<file path="src/design/afrd_pkg.sv">
// ----------------------------------------------------------------------------
// afrd_pkg
// Shared types and constants of the animation frame run/skip/copy decoder.
// ----------------------------------------------------------------------------
package afrd_pkg;

  localparam int SIZE_W  = 17;
  localparam int POS_W   = 17;
  localparam int COUNT_W = 14;
  localparam int OFFS_W  = 16;
  localparam int BYTE_W  = 8;

  // Frame sizes above this act as this many bytes.
  localparam logic [SIZE_W-1:0] MAX_FRAME_BYTES = 17'd65536;
  localparam logic [SIZE_W-1:0] FRAME_SIZE_RST  = 17'd64000;
  localparam logic [POS_W-1:0]  POS_MAX         = 17'h1FFFF;

  // Opcode 0x80 escapes to a long op; long word bit 15 / bit 14 select the op.
  localparam logic [BYTE_W-1:0] OP_LONG      = 8'h80;
  localparam int                LONG_OP_BIT  = 15;
  localparam int                LONG_RUN_BIT = 14;

  typedef enum logic [1:0] {
    KIND_WRITE = 2'd0,
    KIND_FILL  = 2'd1,
    KIND_EOF   = 2'd2
  } kind_t;

  typedef struct packed {
    logic [BYTE_W-1:0] src_byte;
    logic              restart;
  } in_item_t;

  typedef struct packed {
    kind_t              kind;
    logic [OFFS_W-1:0]  dest_offset;
    logic [BYTE_W-1:0]  value;
    logic [COUNT_W-1:0] run_length;
    logic               overrun;
    logic               last;
  } res_t;

endpackage

</file>
<file path="src/design/afrd_in_reg.sv">
// ----------------------------------------------------------------------------
// afrd_in_reg
// Input register: holds one accepted byte until the parser consumes it.
// ----------------------------------------------------------------------------
module afrd_in_reg (
  input  logic               clk,
  input  logic               rst_n,
  input  logic               in_tvalid,
  output logic               in_tready,
  input  afrd_pkg::in_item_t in_item,
  input  logic               consume,
  output logic               item_valid,
  output afrd_pkg::in_item_t item
);

  logic               valid_r;
  afrd_pkg::in_item_t item_r;

  assign in_tready  = !valid_r || consume;
  assign item_valid = valid_r;
  assign item       = item_r;

  always_ff @(posedge clk) begin
    if (!rst_n) begin
      valid_r <= 1'b0;
    end else if (in_tvalid && in_tready) begin
      valid_r <= 1'b1;
    end else if (consume) begin
      valid_r <= 1'b0;
    end
  end

  always_ff @(posedge clk) begin
    if (in_tvalid && in_tready) begin
      item_r <= in_item;
    end
  end

endmodule

</file>
<file path="src/design/afrd_parser.sv">
// ----------------------------------------------------------------------------
// afrd_parser
// Op parser: phase, count, word low byte, write position and overrun flag,
// with one shared position adder for skips and for write/fill range checks.
// ----------------------------------------------------------------------------
module afrd_parser (
  input  logic                              clk,
  input  logic                              rst_n,
  input  logic [afrd_pkg::SIZE_W-1:0]       frame_size,
  input  logic                              step,
  input  afrd_pkg::in_item_t                item,
  output logic                              res_valid,
  output afrd_pkg::res_t                    res
);

  typedef enum logic [2:0] {
    PH_OPCODE     = 3'd0,
    PH_SRUN_COUNT = 3'd1,
    PH_SRUN_COLOR = 3'd2,
    PH_COPY       = 3'd3,
    PH_WORD_LO    = 3'd4,
    PH_WORD_HI    = 3'd5,
    PH_LRUN_COLOR = 3'd6
  } phase_t;

  phase_t                            phase_r, phase_nxt;
  logic [afrd_pkg::COUNT_W-1:0]      rem_r, rem_nxt;
  logic [afrd_pkg::BYTE_W-1:0]       wlo_r, wlo_nxt;
  logic [afrd_pkg::POS_W-1:0]        pos_r, pos_nxt;
  logic                              ovr_r, ovr_nxt;

  logic [afrd_pkg::SIZE_W-1:0]       eff_size;
  logic [afrd_pkg::POS_W:0]          sum;

  assign eff_size = (frame_size > afrd_pkg::MAX_FRAME_BYTES) ?
                    afrd_pkg::MAX_FRAME_BYTES : frame_size;

  always_comb begin
    phase_t                        ph;
    logic [afrd_pkg::COUNT_W-1:0]  rem;
    logic [afrd_pkg::BYTE_W-1:0]   wlo;
    logic [afrd_pkg::POS_W-1:0]    pos;
    logic                          ovr;
    logic [afrd_pkg::BYTE_W-1:0]   b;
    logic [15:0]                   word;
    logic [15:0]                   addend;
    logic                          do_add;
    logic                          emit;
    logic                          eof;

    // restart clears the frame before this byte is parsed
    ph  = item.restart ? PH_OPCODE : phase_r;
    rem = item.restart ? '0 : rem_r;
    wlo = item.restart ? '0 : wlo_r;
    pos = item.restart ? '0 : pos_r;
    ovr = item.restart ? 1'b0 : ovr_r;
    b    = item.src_byte;
    word = {b, wlo};

    phase_nxt = ph;
    rem_nxt   = rem;
    wlo_nxt   = wlo;
    ovr_nxt   = ovr;
    addend    = '0;
    do_add    = 1'b0;
    emit      = 1'b0;
    eof       = 1'b0;
    res            = '0;
    res.kind       = afrd_pkg::KIND_WRITE;
    res.value      = b;

    unique case (ph) inside
      PH_OPCODE: begin
        if (b == '0) begin
          phase_nxt = PH_SRUN_COUNT;
        end else if (!b[7]) begin
          rem_nxt   = {{(afrd_pkg::COUNT_W-afrd_pkg::BYTE_W){1'b0}}, b};
          phase_nxt = PH_COPY;
        end else if (b != afrd_pkg::OP_LONG) begin
          addend = {9'b0, b[6:0]};
          do_add = 1'b1;
        end else begin
          phase_nxt = PH_WORD_LO;
        end
      end
      PH_SRUN_COUNT: begin
        rem_nxt   = {{(afrd_pkg::COUNT_W-afrd_pkg::BYTE_W){1'b0}}, b};
        phase_nxt = PH_SRUN_COLOR;
      end
      PH_SRUN_COLOR, PH_LRUN_COLOR: begin
        phase_nxt = PH_OPCODE;
        rem_nxt   = '0;
        if (rem != '0) begin
          emit           = 1'b1;
          addend         = {2'b0, rem};
          res.kind       = afrd_pkg::KIND_FILL;
          res.run_length = rem;
        end
      end
      PH_COPY: begin
        if (rem <= afrd_pkg::COUNT_W'(1)) begin
          rem_nxt   = '0;
          phase_nxt = PH_OPCODE;
        end else begin
          rem_nxt = rem - afrd_pkg::COUNT_W'(1);
        end
        emit           = 1'b1;
        addend         = 16'd1;
        res.run_length = afrd_pkg::COUNT_W'(1);
      end
      PH_WORD_LO: begin
        wlo_nxt   = b;
        phase_nxt = PH_WORD_HI;
      end
      PH_WORD_HI: begin
        phase_nxt = PH_OPCODE;
        if (word == '0) begin
          eof = 1'b1;
        end else if (!word[afrd_pkg::LONG_OP_BIT]) begin
          addend = word;
          do_add = 1'b1;
        end else if (word[afrd_pkg::LONG_RUN_BIT]) begin
          rem_nxt   = word[afrd_pkg::COUNT_W-1:0];
          phase_nxt = PH_LRUN_COLOR;
        end else if (word[afrd_pkg::COUNT_W-1:0] != '0) begin
          rem_nxt   = word[afrd_pkg::COUNT_W-1:0];
          phase_nxt = PH_COPY;
        end
      end
      default: begin
        phase_nxt = PH_OPCODE;
      end
    endcase

    sum = {1'b0, pos} + {2'b0, addend};
    pos_nxt = pos;
    if (emit || do_add) begin
      pos_nxt = (sum > {1'b0, afrd_pkg::POS_MAX}) ? afrd_pkg::POS_MAX
                                                 : sum[afrd_pkg::POS_W-1:0];
    end
    if (emit) begin
      ovr_nxt         = ovr || (sum > {1'b0, eff_size});
      res.dest_offset = pos[afrd_pkg::OFFS_W-1:0];
      res.overrun     = ovr_nxt;
    end
    if (eof) begin
      res          = '0;
      res.kind     = afrd_pkg::KIND_EOF;
      res.overrun  = ovr;
      res.last     = 1'b1;
      rem_nxt      = '0;
      wlo_nxt      = '0;
      pos_nxt      = '0;
      ovr_nxt      = 1'b0;
    end
    res_valid = emit || eof;
  end

  always_ff @(posedge clk) begin
    if (!rst_n) begin
      phase_r <= PH_OPCODE;
      rem_r   <= '0;
      wlo_r   <= '0;
      pos_r   <= '0;
      ovr_r   <= 1'b0;
    end else if (step) begin
      phase_r <= phase_nxt;
      rem_r   <= rem_nxt;
      wlo_r   <= wlo_nxt;
      pos_r   <= pos_nxt;
      ovr_r   <= ovr_nxt;
    end
  end

endmodule

</file>
<file path="src/design/afrd_out_reg.sv">
// ----------------------------------------------------------------------------
// afrd_out_reg
// Result register: holds one result until the receiver takes it.
// ----------------------------------------------------------------------------
module afrd_out_reg (
  input  logic           clk,
  input  logic           rst_n,
  input  logic           load,
  input  afrd_pkg::res_t res,
  output logic           slot_free,
  output logic           out_tvalid,
  input  logic           out_tready,
  output afrd_pkg::res_t out_res
);

  logic           valid_r;
  afrd_pkg::res_t res_r;

  assign slot_free  = !valid_r || out_tready;
  assign out_tvalid = valid_r;
  assign out_res    = res_r;

  always_ff @(posedge clk) begin
    if (!rst_n) begin
      valid_r <= 1'b0;
    end else if (load) begin
      valid_r <= 1'b1;
    end else if (out_tready) begin
      valid_r <= 1'b0;
    end
  end

  always_ff @(posedge clk) begin
    if (load) begin
      res_r <= res;
    end
  end

endmodule

</file>
<file path="src/design/anim_frame_rle_delta_decoder.sv">
// ----------------------------------------------------------------------------
// anim_frame_rle_delta_decoder
// Byte-serial decoder for run/skip/copy delta coded animation frames.
// ----------------------------------------------------------------------------
// Usage:
//   in_*  : one compressed byte per transaction; in_tuser[0] = restart clears
//           the parser, write position and overrun flag before that byte.
//   out_* : zero or one result per input byte: single byte write, run fill
//           or end of frame (out_tlast). Writes or fills flagged in
//           out_tuser[2] reach past the frame size and must be dropped by
//           the consumer; the flag sticks until end of frame or restart.
//   cfg_* : cfg_we writes frame_size; only while the block is idle.
// Path: an accepted byte waits in the input register until the result slot
//   is free; it is then parsed and its result loaded for out_*.
// Throughput: one byte per cycle unless stalled, set by the single parser
//   state update (phase, count, position adder and range compare) per byte.
// Reset (rst_n low, synchronous): both pipeline registers empty, parser at
//   opcode phase, position and flag cleared, frame_size = 64000.
// Stall: a result waiting on out_tready stays put; one more byte can sit in
//   the input register, after which in_tready drops until the output drains.
// ----------------------------------------------------------------------------
module anim_frame_rle_delta_decoder (
  input  logic        clk,
  input  logic        rst_n,
  // configuration
  input  logic        cfg_we,
  input  logic [16:0] cfg_wdata,    // frame_size
  // compressed byte stream
  input  logic        in_tvalid,
  output logic        in_tready,
  input  logic [7:0]  in_tdata,     // [7:0] src_byte
  input  logic [0:0]  in_tuser,     // [0] restart
  // decoded results
  output logic        out_tvalid,
  input  logic        out_tready,
  output logic [39:0] out_tdata,    // [15:0] dest_offset, [23:16] value,
                                    // [37:24] run_length, [39:38] zero
  output logic [2:0]  out_tuser,    // [1:0] kind, [2] overrun
  output logic        out_tlast     // end of frame
);

  logic [afrd_pkg::SIZE_W-1:0] frame_size_r;

  afrd_pkg::in_item_t in_item, item;
  logic               item_valid;
  logic               consume;
  logic               slot_free;
  logic               res_valid;
  afrd_pkg::res_t     res, out_res;

  always_ff @(posedge clk) begin
    if (!rst_n) begin
      frame_size_r <= afrd_pkg::FRAME_SIZE_RST;
    end else if (cfg_we) begin
      frame_size_r <= cfg_wdata;
    end
  end

  assign in_item.src_byte = in_tdata;
  assign in_item.restart  = in_tuser[0];

  // the parser steps whenever a byte is waiting and the result slot can
  // take whatever it produces
  assign consume = item_valid && slot_free;

  afrd_in_reg u_in (
    .clk        (clk),
    .rst_n      (rst_n),
    .in_tvalid  (in_tvalid),
    .in_tready  (in_tready),
    .in_item    (in_item),
    .consume    (consume),
    .item_valid (item_valid),
    .item       (item)
  );

  afrd_parser u_parser (
    .clk        (clk),
    .rst_n      (rst_n),
    .frame_size (frame_size_r),
    .step       (consume),
    .item       (item),
    .res_valid  (res_valid),
    .res        (res)
  );

  afrd_out_reg u_out (
    .clk        (clk),
    .rst_n      (rst_n),
    .load       (consume && res_valid),
    .res        (res),
    .slot_free  (slot_free),
    .out_tvalid (out_tvalid),
    .out_tready (out_tready),
    .out_res    (out_res)
  );

  assign out_tdata = {2'b00, out_res.run_length, out_res.value, out_res.dest_offset};
  assign out_tuser = {out_res.overrun, out_res.kind};
  assign out_tlast = out_res.last;

endmodule

</file>
<file path="config.mk">
export PLATFORM = sky130hd
export DESIGN_NAME = anim_frame_rle_delta_decoder
export DESIGN_NICKNAME = d
export VERILOG_FILES = /design/src/design/afrd_pkg.sv /design/src/design/afrd_in_reg.sv /design/src/design/afrd_parser.sv /design/src/design/afrd_out_reg.sv /design/src/design/anim_frame_rle_delta_decoder.sv
export SDC_FILE = /design/constraint.sdc
export NUM_CORES = 1
export LEC_CHECK = 0
export ABC_AREA = 1
export BUFFER_PORTS_ARGS = -buffer_cell sky130_fd_sc_hd__buf_4
export CORE_ASPECT_RATIO = 1.75
export CORE_MARGIN = 4
export CORE_UTILIZATION = 45
export CTS_CLUSTER_DIAMETER = 60
export CTS_CLUSTER_SIZE = 12
export DETAILED_ROUTE_END_ITERATION = 7
export RECOVER_POWER = 25
export SETUP_SLACK_MARGIN = 0.1
export SYNTH_ARGS = -nofsm -noshare
export SYNTH_HDL_FRONTEND = slang
export SYNTH_HIERARCHICAL = 1
export SYNTH_SLANG_ARGS = --single-unit
</file>
<file path="constraint.sdc">
create_clock -name clk -period 5.7 [get_ports clk]
set_input_delay 0.285 -clock clk [delete_from_list [all_inputs] [get_ports clk]]
set_output_delay 0.285 -clock clk [all_outputs]
set_load 0.02 [all_outputs]
</file>
==> results.py, run 1 <==
metrics = {
    "outcome": {
        "status": "finished, final reports clean",
    },
    "sta": {
        "skew_ps": 12.4,
        "rsz0062_at_grt": "false",
        "fin_setup_tns_ps": 0,
        "slew_violations": 0,
        "final_hold_viol_count": 0,
        "fmax_ghz": 0.204,
        "worstMarginPinSlew_ps": 1090,
        "hold_slack_ps": 72.9,
        "setup_slack_ps": 794,
        "period_needed_ps": 4910,
        "slew_headroom_pct": 27.2,
        "finalCritPeriodShare_pct": 86.1,
        "setup_viol": 0,
    },
    "clocking": {
        "ctsHoldBuffers": 0,
        "cts.htree.levels": 4,
        "cts.reportedPaths.clkPinSlew_ps": 50,
        "cts_buffers": 17,
        "cts.path.max_buffers": 2,
        "cts_tree": "done",
        "cts-resized-gates": 0,
        "ctsRootBufferMaster": "clkbuf_16",
        "clkSinkCount": 113,
        "clk_latency_ps": 410,
        "post_cts_buffers": 0,
    },
    "place": {
        "dp_cells": 1269,
        "place_congestion": 1.01,
        "post_dp_cell_area_um2": 7890,
        "pre_cts_ws_ps": 856,
        "hpwl_um": 17800,
        "port_buffers": 74,
    },
    "floorplan": {
        "core_um2": 16000,
        "row_count": 61,
        "die_width_um": 104,
        "start_util_pct": 45.8,
        "die_y_um": 177,
        "pin_count": 77,
        "die_area_um2": 18400,
    },
    "power": {
        "p_sw_mw": 0.601,
        "p_clk_share_pct": 47.5,
        "combPwrFrac_pct": 12.5,
        "pwr-share-seq_pct": 40.1,
        "p_int_mw": 1.62,
        "ir_drop_mv": 0.178,
        "power.total_mw": 2.22,
        "p_per_area_nw_per_um2": 264,
        "power_leakage_nw": 3.93,
        "swShare_pct": 27.1,
    },
    "drt": {
        "ant_nets": 0,
        "wl_um": 23900,
        "first_pass_iters": 5,
        "wl_per_cell_um": 18.4,
        "via_count": 7035,
        "drc": 0,
        "drt_iter0_drc": 359,
        "viasPerCell": 5.41,
    },
    "final_layout": {
        "syn_to_final_growth_pct": 15.0,
        "nNetsFinal": 1166,
        "layout-drive-gt1-share_pct": 11.0,
        "antenna_cells": 0,
        "final_cells": 1301,
        "postLayoutCoreUtil_pct": 52.6,
        "finish.instance_area_um2": 8400,
        "nFillCells": 1654,
    },
    "grt": {
        "grt_pass1_wl_um": 37300,
        "grtUsageTotal_pct": 26.3,
        "grt_max_degree": 44,
        "antenna_found_initial": 0,
        "grt_pass1_vias": 6947,
        "grt_overflow": 0,
    },
    "worst_setup_path": {
        "cpPeakStageDelay_ps": 410,
        "critPathLaunch": "u_in/item[0]$_DFFE_PP_",
        "criticalPathCategory": "register to register",
        "critPathSlowestCell": "fa_1",
        "critPathCaptureType": "register",
        "arrival_ps": 5160,
        "cp_max_fo": 26,
        "cp_num_buf_inv": 4,
        "path_common_cell": "nand2_1",
        "cp_top_family": "simple AND/OR/NAND/NOR gates",
        "startpoint_type": "register",
        "crit_required_ps": 5950,
        "r2r-start": "u_in/item[0]$_DFFE_PP_",
    },
    "synth": {
        "synth_cell_types": 44,
        "syn-cell-area_um2": 7300,
        "synthCells": 1048,
        "synth_top_cell_by_area": "edfxtp_1",
        "synth_flop_cell": "dfxtp_1",
        "synth_top_area_share_pct": 21.0,
        "seq_area_frac_synth_pct": 38.0,
        "async_flop_share_pct": 0,
        "synth_area_leaders": "edfxtp_1 (21%), dfxtp_1 (17%), nand2_1 (14%)",
        "synth-seq-cells": 113,
        "synth_edf_count": 51,
        "syn_area_per_cell_um2": 6.97,
        "synth.yosys.warnings": 6,
    },
    "run": {
        "cap_violations": 0,
    },
    "worst_hold_path": {
        "min-delay-start": "in_tdata[5]",
        "holdCritPathClass": "primary input to register",
    },
}
logic make-up after synthesis:
family / share of synthesized area [%]
flops: 38.0
simple gates: 30.0
compound gates: 12.9
xor+xnor: 2.16
other cells: 0.0514
buf+inv: 10.7
fa+ha+maj: 6.27
flip-flops by register name, summed over array words and instances, names as in the netlist:
name              flops
frame_size_r         17
u_in/item             9
u_in/item_valid       1
u_out/out_res        42
u_out/out_tvalid      1
u_parser/ovr_r        1
u_parser/phase_r      3
u_parser/pos_r       17
u_parser/rem_r       14
u_parser/wlo_r        8
power by group through the flow:
stage,clock network [mW],registers [mW],logic [mW]
6_report,1.05,0.890,0.277
5_1_grt,1.11,0.892,0.311
4_1_cts,1.07,0.889,0.278
3_3_place_gp,0,0.906,0.276
3_5_place_dp,0,0.906,0.276
2_1_floorplan,0,0.900,0.199
path summary, 6_finish.rpt:
check                               endpoint  slack (ps)  cells past startpoint
max              u_parser/ovr_r$_SDFFE_PN0P_         790                     32
min                   u_in/item[6]$_DFFE_PP_          70                      1
max reg2reg      u_parser/ovr_r$_SDFFE_PN0P_         790                     32
min reg2reg  u_parser/rem_r[10]$_SDFFE_PN0P_         460                      2
worst reg2reg max path, delay by kind of cell, from the launching register on:
kind | cells | cell delay [ps]
buffers and inverters | 4 | 480
xor gates and xnor gates | 1 | 220
AOI/OAI and AO/OA | 5 | 790
and+or+nand+nor | 19 | 2040
adders and majority gates | 3 | 900
DFF | 1 | 350
synth_stat cells, types with 9 or more instances:
cell      number
nand2_1      279
o211ai_1      14
a21oi_1       78
nand3_1       56
ha_1          35
edfxtp_1      51
o21ai_0       33
nand2_2        9
o22ai_1       12
xor2_1        14
o21ai_1       11
nor3_1        21
dfxtp_1       62
inv_1        132
nor2_1       131
clkbuf_1      29
layer usage:
layer	GRT usage (%)	wire, µm
met4	18.7	1720
met5	0	0
met3	3.59	927
met1	26.5	8550
met2	48.9	12700
cell type report:
type	instances	area (µm²)	share of cell area, %
timing repair buffer	80	529	6.30
multi-input combinational	748	3760	44.8
tap	189	236	2.82
inverter	139	522	6.21
clock inverter	8	73.8	0.879
clock buffer	24	504	6.00
sequential	113	2770	33.0
layout by cell type (no fill, tap or decap), types with 2 or more instances in the layout:
cell	instances
ha_1	35
o21ai_1	11
clkbuf_16	19
a221o_1	3
nor2_4	2
a21o_1	4
nor4_1	3
nor3_1	21
a31oi_1	3
nor2_1	130
xnor2_1	4
nand2_2	9
a21oi_2	2
o221ai_1	2
nand2_1	279
or2_2	2
dfxtp_1	62
nand3b_1	3
clkbuf_1	23
o211ai_1	14
inv_1	131
a21boi_0	2
inv_4	2
edfxtp_1	51
clkbuf_4	9
clkinv_2	3
o22ai_1	12
nor3_2	2
xor2_1	14
a21oi_1	78
buf_4	52
conb_1	2
nand3_1	56
inv_2	7
nor2_2	7
nand4_1	8
o21ai_0	33
Note: power is estimated with default switching activity, not from simulation.
==> run 2, diff against run 1 <==
PLACE_DENSITY = 0.66   (was not set)
REMOVE_ABC_BUFFERS = 1   (was not set)
clock period = 4.3 ns   (was 5.7 ns; I/O delays follow)
==> run 2 against run 1 <==
Against the previous run: clock power is 40% higher; critical endpoint is now u_out/out_res[1]$_DFFE_PP_; worst hold slack got worse by 65 ps; first-iteration DRC count is 33% higher; clock-buffer cell count fell by 2; non-clock buffer count grew 116; fmax increased by 14%; the run now ends with negative setup slack left; die area unchanged; routed wire length increased by 2.6%; cell area up 16%; sequential share of layout area down 4.5 points; total power rose by 39%; utilization up 8.3 points.
==> results.py, run 2 (synthesis gave the netlist of run 1 again) <==
metrics = {
    "sta": {
        "worstMarginPinSlew_ps": 1170,
        "setup_slack_ps": -17.1,
        "fin_setup_tns_ps": -23.4,
        "rsz0062_at_grt": "true",
        "fmax_ghz": 0.232,
        "final_hold_viol_count": 0,
        "skew_ps": 12.5,
        "finalCritPeriodShare_pct": 100,
        "period_needed_ps": 4320,
        "slew_violations": 0,
        "setup_viol": 2,
        "hold_slack_ps": 8.14,
        "slew_headroom_pct": 22.2,
    },
    "final_layout": {
        "finish.instance_area_um2": 9730,
        "syn_to_final_growth_pct": 33.2,
        "antenna_cells": 0,
        "nNetsFinal": 1283,
        "postLayoutCoreUtil_pct": 61.0,
        "layout-drive-gt1-share_pct": 23.2,
        "largest_reg_flops": 42,
        "most-common-layout-cells": "nand2_1 (256), buf_4 (137), inv_1 (128)",
        "final_common_cell": "nand2_1",
    },
    "floorplan": {
        "die_width_um": 104,
        "die_y_um": 177,
        "core_um2": 16000,
        "row_count": 61,
        "start_util_pct": 45.8,
        "die_area_um2": 18400,
        "pin_count": 77,
    },
    "worst_setup_path": {
        "critPathSlowestCell": "edfxtp_1",
        "cp_top_family": "simple AND/OR/NAND/NOR gates",
        "criticalPathCategory": "register to register",
        "path_common_cell": "nand2_1",
        "reg2reg_slack_ps": -20,
        "arrival_ps": 4490,
        "crit_required_ps": 4470,
        "cpPeakStageDelay_ps": 470,
        "cp_max_fo": 5,
        "cp_num_buf_inv": 6,
        "critPathCaptureType": "register",
        "startpoint_type": "register",
    },
    "grt": {
        "grt_pass1_wl_um": 37600,
        "grtUsageTotal_pct": 26.0,
        "antenna_found_initial": 0,
        "grt_overflow": 0,
        "grt_pass1_vias": 7502,
        "grt_max_degree": 42,
    },
    "place": {
        "pre_cts_ws_ps": -101,
        "place_congestion": 1.00,
        "post_dp_cell_area_um2": 8580,
        "port_buffers": 74,
        "hpwl_um": 17600,
    },
    "drt": {
        "wl_um": 24500,
        "ant_nets": 0,
        "wl_per_cell_um": 17.3,
        "viasPerCell": 5.44,
        "via_count": 7714,
        "drt_iter0_drc": 476,
        "drc": 0,
        "first_pass_iters": 6,
    },
    "outcome": {
        "violations": "negative setup slack",
        "status": "finished with violations",
    },
    "power": {
        "power_leakage_nw": 4.52,
        "ir_drop_mv": 0.209,
        "p_per_area_nw_per_um2": 318,
    },
    "run": {
        "cap_violations": 0,
    },
    "clocking": {
        "clk_latency_ps": 420,
        "cts.reportedPaths.clkPinSlew_ps": 60,
        "cts_buffers": 17,
        "cts.path.max_buffers": 2,
        "clkSinkCount": 113,
        "cts_tree": "done",
        "cts.htree.levels": 4,
        "ctsRootBufferMaster": "clkbuf_16",
    },
    "worst_hold_path": {
        "holdCritPathClass": "primary input to register",
    },
}
run 2: cell types whose count changed in the layout (fill, tap and decap cells not counted), sizes merged:
| cell | delta |
|---|---|
| dlygate4sd3 | +11 |
| bufinv | +1 |
| clkinvlp | +3 |
| clkinv | -1 |
| buf | +97 |
| clkbuf | +6 |
run 2: final timing paths:
kind                            depth (start not counted)                            from                        endpoint
worst max-delay path                                   30          u_in/item[0]$_DFFE_PP_      u_out/out_res[1]$_DFFE_PP_
worst min-delay path                                    3                   cfg_wdata[15]   frame_size_r[15]$_SDFFE_PN1P_
worst max register to register                         30          u_in/item[0]$_DFFE_PP_      u_out/out_res[1]$_DFFE_PP_
worst min register to register                          2  u_parser/pos_r[8]$_SDFFE_PN0P_  u_parser/pos_r[8]$_SDFFE_PN0P_
run 2: final cells by class:
cell class,instances,area (µm²)
clock buffer,22,495
clock inverter,10,123
fill,1416,6220
inverter,139,524
multi-input combinational,748,4060
sequential,113,2770
tap,189,236
timing repair buffer,196,1510
timing repair inverter,1,7.51
run 2: routing by layer:
metal	vias up	track usage [%]	wire, µm
li1	3725	-	-
met2	352	48.9	12800
met1	3496	25.0	8180
met3	141	4.06	1360
met5	-	0	0
met4	0	19.6	2210
run 2: stage by stage:
step           instances  power [mW]
2_1_floorplan       1000        1.43
3_3_place_gp        1354        1.59
3_5_place_dp        1354        1.60
4_1_cts             1408        3.10
5_1_grt             1418        3.21
6_report            1418        3.10
run 2: tightest hold or removal path, stage by stage:
cell	delay [ps]
buf_4	70
nand2_1	40
nand3_1	60
run 2: power breakdown:
group	switching, mW	leakage (nW)	internal [mW]
Sequential	0.0209	0.938	1.15
Clock	0.531	0.294	0.938
Combinational	0.283	3.29	0.173
Total	0.835	4.52	2.26
run 2: timing repair:
action                                  CTS  global route
endpoints found under the hold margin    11             0
setup buffers                            10             9
gates cloned                              1             1
gates resized for setup                  45            44
pin swaps                                27            41
endpoints found under the setup margin    2             2
hold buffers                             11             0
